--- src/sv/pret_pkg.sv ---
// Package: shared types and constants for the power residue edge test core
`timescale 1ns / 1ps
`default_nettype none
package pret_pkg;

	localparam int FIELD_BITS = 16;
	localparam int CFG_IDX_BITS = 2;

	localparam logic [CFG_IDX_BITS-1:0] CFG_MODULUS    = 2'd0;
	localparam logic [CFG_IDX_BITS-1:0] CFG_EXPONENT   = 2'd1;
	localparam logic [CFG_IDX_BITS-1:0] CFG_GRAPH_KIND = 2'd2;

	localparam logic KIND_PALEY = 1'b0;
	localparam logic KIND_COMPL = 1'b1;

	typedef struct packed {
		logic [FIELD_BITS-1:0] vertex_a;
		logic [FIELD_BITS-1:0] vertex_b;
	} in_t;

	typedef struct packed {
		logic                  edge_res;
		logic [FIELD_BITS-1:0] least_non_power;
		logic                  no_non_power;
		logic                  bad_input;
	} out_t;

	typedef struct packed {
		logic start;
	} mm_req_t;

	typedef struct packed {
		logic done;
	} mm_rsp_t;

	typedef enum logic [3:0] {
		ST_IDLE,
		ST_CLR,
		ST_EXP_INIT,
		ST_EXP_STEP,
		ST_MUL,
		ST_DIV,
		ST_WRITE,
		ST_SRCH_SET,
		ST_CHK_SET,
		ST_Q_A,
		ST_Q_B,
		ST_Q_C,
		ST_DONE
	} state_t;

	typedef enum logic {
		OP_ACC,
		OP_SQR
	} mm_op_t;

	typedef enum logic {
		PH_SRCH,
		PH_CHK
	} phase_t;

	localparam logic [2:0] CHK_LAST = 3'd4;

endpackage
`default_nettype wire

--- src/sv/pret_mulmod.sv ---
// Modular multiply unit: one multiply, then bit-serial remainder by the modulus
`timescale 1ns / 1ps
`default_nettype none
module pret_mulmod #(
	parameter int W = 16
) (
	input  wire logic             clk,
	input  wire logic             arst_n,
	input  wire pret_pkg::mm_req_t req,
	input  wire logic [W-1:0]     x,
	input  wire logic [W-1:0]     y,
	input  wire logic [W-1:0]     m,
	output pret_pkg::mm_rsp_t     rsp,
	output logic [W-1:0]          rem
);
	import pret_pkg::*;

	localparam int PW = 2 * W;
	localparam int CW = $clog2(PW);
	localparam logic [CW-1:0] LAST = CW'(PW - 1);

	logic [PW-1:0] prod_q;
	logic [W:0]    rem_q;
	logic [CW-1:0] cnt_q;
	logic          busy_q;
	logic          done_q;
	logic [W:0]    rem_sh;
	logic [W:0]    rem_nx;

	always_comb begin
		rem_sh = {rem_q[W-1:0], prod_q[PW-1]};
		rem_nx = (rem_sh >= {1'b0, m}) ? rem_sh - {1'b0, m} : rem_sh;
	end

	always_ff @(posedge clk or negedge arst_n) begin
		if (!arst_n) begin
			busy_q <= 1'b0;
			done_q <= 1'b0;
			cnt_q  <= '0;
		end else begin
			done_q <= 1'b0;
			if (req.start) begin
				busy_q <= 1'b1;
				cnt_q  <= '0;
			end else if (busy_q) begin
				cnt_q <= cnt_q + CW'(1);
				if (cnt_q == LAST) begin
					busy_q <= 1'b0;
					done_q <= 1'b1;
				end
			end
		end
	end

	always_ff @(posedge clk) begin
		if (req.start) begin
			prod_q <= {{W{1'b0}}, x} * {{W{1'b0}}, y};
			rem_q  <= '0;
		end else if (busy_q) begin
			prod_q <= {prod_q[PW-2:0], 1'b0};
			rem_q  <= rem_nx;
		end
	end

	assign rsp.done = done_q;
	assign rem      = rem_q[W-1:0];

endmodule
`default_nettype wire

--- config.mk ---
export PLATFORM = sky130hd
export DESIGN_NAME = pret_mulmod
export DESIGN_NICKNAME = d
export VERILOG_FILES = /design/src/sv/pret_pkg.sv /design/src/sv/pret_mulmod.sv
export SDC_FILE = /design/constraint.sdc
export NUM_CORES = 1
export LEC_CHECK = 0
export BUFFER_PORTS_ARGS = -buffer_cell sky130_fd_sc_hd__buf_4
export CORE_MARGIN = 1
export CORE_UTILIZATION = 44
export CTS_CLUSTER_DIAMETER = 40
export DETAILED_ROUTE_END_ITERATION = 10
export PLACE_DENSITY_LB_ADDON = 0.25
export SYNTH_ARGS = -nofsm -noshare
export SYNTH_HDL_FRONTEND = slang
export SYNTH_SLANG_ARGS = --single-unit
--- constraint.sdc ---
create_clock -name clk -period 4.2 [get_ports clk]
set_input_delay 0.21 -clock clk [delete_from_list [all_inputs] [get_ports clk]]
set_output_delay 0.21 -clock clk [all_outputs]
set_load 0.01 [all_outputs]
# ---- Word-level counts from Yosys, hierarchy flattened
# Cells that the tools add are included.
dict set report totals {
  latch_bits 0
  mem_count 0
  rom_bits 0
  ramBits 0
  ff_bits 55
  in_bits 51
  elab_cells 22
}
dict set report classes {
  div_mod_pow 0
  shift 0
  reduce_logical 1
  n_bitwise 0
  n_eq_ne 1
  order_cmp 1
  mux 11
  n_addsub 2
  multipliers 1
}
# operator count
set op_table {}
lappend op_table {{32-bit 2-to-1 mux} 2}
lappend op_table {{16-bit by 16-bit multiplier with 32-bit output} 1}
lappend op_table {{17-bit by 16-bit greater-or-equal comparator with 1-bit output} 1}
lappend op_table {{16-bit 2-to-1 mux} 1}
lappend op_table {{16-bit subtractor} 1}
lappend op_table {{5-bit 2-to-1 mux} 2}
lappend op_table {{1-bit 2-to-1 mux} 6}
lappend op_table {{5-bit by 1-bit adder with 5-bit output, second input constant} 1}
lappend op_table {{5-bit equality test, second input constant} 1}
lappend op_table {{2-bit nonzero test} 1}

# ---- Logic depth before layout (Yosys ltp)
dict set report logic_depth {
  word_depth 4
  ltp_mapped 22
  depth_no_buf 21
}

# ---- Least setup slack after synthesis
# OpenSTA, ideal clock, no wires.
dict set report synth_path {
  path_kind {input port to flip-flop}
  startpoint {in y[1]}
  endpoint {reg prod_q[22], data pin}
  stages 19
  path_slack_ns -1.564
  setup_time_ns 0.260
  arrival_ns 5.504
  path_buffers 1
  cell_sequence {clkbuf_1 > nand2_1 > fa_1 > fa_1 > fa_1 > fa_1 > inv_1 > fa_1 > inv_1 > fa_1 > inv_1 > ha_1 > a21oi_1 > o21ai_0 > a2111oi_0 > a21oi_1 > a21oi_2 > xnor2_1 > mux2_2}
}
dict set report synth_via {
  elab_chain_len 2
}
# item line
set synth_lines {}
lappend synth_lines {{from (decl)} pret_mulmod.sv:11} ;# input wire logic [W-1:0] y,
lappend synth_lines {{16-bit by 16-bit multiplier with 32-bit output} pret_mulmod.sv:57} ;# prod_q <= {{W{1'b0}}, x} * {{W{1'b0}}, y};
lappend synth_lines {{32-bit 2-to-1 mux} pret_mulmod.sv:56} ;# if (req.start) begin
lappend synth_lines {{to (signal assigned)} pret_mulmod.sv:57}
lappend synth_lines {{to (signal assigned)} pret_mulmod.sv:60} ;# prod_q <= {prod_q[PW-2:0], 1'b0};
lappend synth_lines {{to (decl)} pret_mulmod.sv:22} ;# logic [PW-1:0] prod_q;
# No other way between the ends.
# A chain may end at the register's enable or synchronous reset.

# ---- Worst setup path in the final report
dict set report layout_path {
  startpoint {in x[8]}
  endpoint {reg prod_q[28], data pin}
}
dict set report layout_via {
  elab_chain_len 2
}
# item line
set layout_lines {}
lappend layout_lines {{from (decl)} pret_mulmod.sv:10} ;# input wire logic [W-1:0] x,
lappend layout_lines {{16-bit by 16-bit multiplier with 32-bit output} pret_mulmod.sv:57}
lappend layout_lines {{32-bit 2-to-1 mux} pret_mulmod.sv:56}
# No other way between the ends.

==> out/qor.yml <==
status:
  status: "finished with violations"
  violations: "setup timing"
sta:
  slew_headroom_pct: 40.8
  rsz0062_at_grt: "true"
  setup_violations: 24
  max_freq_mhz: 186
  worst_slew_pin_slew_ns: 0.885
  fin_crit_ns: 5.36
  final_max_slew_viol_count: 0
  final.period_utilization_pct: 128
  setup_ws_ns: -1.16
  setup_tns_ns: -21.15
  finalHoldViolations: 0
  finalClockSkew_ns: 0.00637
clock_tree:
  numCtsBuffers: 5
  htree_levels: 2
  insertion_delay_ns: 0.29
  clkTransAtPathRegs_ns: 0.07
  clock_path_buffers: 2
  cts_tree: "done"
  clock_sink_count: 55
  root_buffer: "clkbuf_16"
logic_synthesis:
  synth.cell_area_um2: 11700
  syn-mean-instance-area_um2: 9.03
  synthFlopType: "edfxtp_1"
  synth-seq-cells: 55
  syn_inst: 1297
  synthesis.nets: 1665
  synth_edf_count: 32
  ys_warn_count: 0
  synthDistinctLibCells: 67
  async_flop_share_pct: 12.7
  synth-seq-area-share_pct: 12.4
global_route:
  track_usage_pct: 21.8
  grt-ovfl-total: 0
  grt_pass1_vias: 9822
  grt_pass1_wl_mm: 47.6
  grt_max_degree: 51
  grt_antenna_before_repair: 0
setup_path:
  cpMaxStageDelayCell: "fa_2"
  slowest_delay_ns: 0.57
  crit_top_cell: "fa_1"
  cp_top_family: "adder cells"
  crit_fanout: 5
  cp-end-kind: "flip-flop"
  worst-path-stages: 20
  reg2reg_depth: 8
  r2r-start: "rem_q[5]"
  worstPathArrival_ns: 5.41
  crit_type: "in -> reg"
  ff2ff_setup_slack_ns: 1.27
  crit_required_ns: 4.25
  regToRegEndpoint: "rem_q[12]"
  startpoint_type: "input port"
  cp-startpoint: "x[8]"
  crit_end: "prod_q[28]"
  worst-path-buf-inv: 5
  crit_chain: "buf_12, and2_4, fa_1, inv_2, fa_2, fa_1, inv_2, fa_1, fa_1, inv_2, fa_1, inv_2, ha_4, a21oi_4, o21bai_4, a221oi_2, o211ai_1, a311oi_2, xnor2_1, mux2_4"
detailed_routing:
  drt-initial-drc-count: 475
  dr.pass1.iters: 5
  drc: 0
  routedWlPerCell_um: 15.7
  routed_wl_mm: 29.0
  viasPerCell: 5.16
  postRouteAntennaNets: 0
  num_vias: 9552
placement:
  gp_congestion: 0.870
  hpwl_mm: 23.3
  port_buffers: 67
hold_path:
  hold_path_class: "in -> async"
die:
  rows: 59
  core_um2: 26100
  io_pins: 68
  die_area_um2: 27300
  die_h_um: 165
  initial_core_util_pct: 44.9
  die_w_um: 165
job:
  cap_viol_max_count: 0
cells_and_area:
  fill_cells: 2241
  antenna_cells: 0
  drive_above_1_share_pct: 30.8
  final_cell_mix: "inv_1, buf_4, fa_1"
  layout_commonest_cell: "inv_1"
  nets: 1882
  syn_to_final_growth_pct: 31.0
-- registers in the layout, summed over array words and instances, names as in the netlist --
signal,count
prod_q,32
busy_q,1
rem_q,16
cnt_q,5
rsp,1
-- how the worst min path moves through the flow --
| stage | slack (ns) | start | to | depth (start not counted) |
|---|---|---|---|---|
| 2_1_floorplan | -0.09 | arst_n | busy_q | 0 |
| 3_3_place_gp | 0.02 | arst_n | rsp | 1 |
| 3_5_place_dp | 0.03 | arst_n | rsp | 1 |
| 4_1_cts | 0.26 | arst_n | rsp | 2 |
| 5_1_grt | 0.27 | arst_n | rsp | 2 |
| 6_report | 0.26 | arst_n | busy_q | 2 |
-- final cells by class --
cell class	instances	area, µm²	area share (%)
Clock buffer	6	139	0.905
Clock inverter	2	38.8	0.253
Inverter	251	942	6.14
Multi-Input combinational cell	945	10000	65.2
Sequential cell	55	1460	9.50
Tap cell	335	419	2.73
Timing Repair Buffer	256	2340	15.3
-- timing repair --
item | in CTS | in global routing
endpoints found under the hold margin | 7 | 0
pin swaps | 72 | 89
setup endpoints to repair | 25 | 26
cloned | 1 | 4
hold buffers | 1 | 0
buffers inserted | 15 | 14
resized for setup | 133 | 84
-- through the flow --
step / cells / utilization, % / hold WS, ns / cell area (µm²) / worst slack [ns]
2_1_floorplan: 1297 / - / -0.0856 / 12200 / -1.17
3_3_place_gp: 1812 / 53.8 / 0.0250 / 14000 / -1.48
3_5_place_dp: 1812 / 53.8 / 0.0258 / 14000 / -1.60
4_1_cts: 1837 / 57.0 / 0.256 / 14800 / -1.14
5_1_grt: 1850 / 58.9 / 0.271 / 15300 / -1.30
6_report: 1850 / 58.9 / 0.261 / 15300 / -1.16
-- metal layers --
layer | part of all wire, % | global-route usage (%)
met2 | 50 | 36.9
met3 | 4.1 | 2.32
met5 | 0 | 0
met4 | 1.3 | 3.00
met1 | 45 | 30.7
-- worst register-to-register path, stage by stage, from the launching register on --
cell and delay (ns):
dfxtp_1 0.34, ha_1 0.36, a21oi_1 0.26, nand2_1 0.13, nor4_1 0.47, o21ai_2 0.14, nand2_2 0.42, mux2_2 0.41
a221o_1 0.31
-- Yosys cell counts (21+ instances only) --
master / number / area [µm²]
edfxtp_1: 32 / 961
ha_1: 122 / 1530
clkbuf_1: 41 / 154
a21oi_1: 32 / 160
inv_1: 250 / 938
and2_1: 119 / 744
nand2_1: 179 / 672
o21ai_0: 28 / 140
xnor2_1: 24 / 210
nor2_1: 41 / 154
fa_1: 195 / 3900
mux2_2: 21 / 236
-- kinds of logic (layout without fill, tap and decap cells) --
| group | Yosys count | in the layout | share of synthesized area, % |
|---|---|---|---|
| AOI/OAI and AO/OA | 153 | 153 | 9.06 |
| xor gates and xnor gates | 34 | 34 | 2.54 |
| adders and majority gates | 317 | 317 | 46.4 |
| buffers and inverters | 297 | 515 | 9.56 |
| DFF | 55 | 55 | 12.4 |
| muxes | 33 | 33 | 3.05 |
| and+or+nand+nor | 408 | 408 | 17.0 |
Power is not shown: default switching activity piles up to over one toggle a cycle in this logic, so the estimate is an artifact.
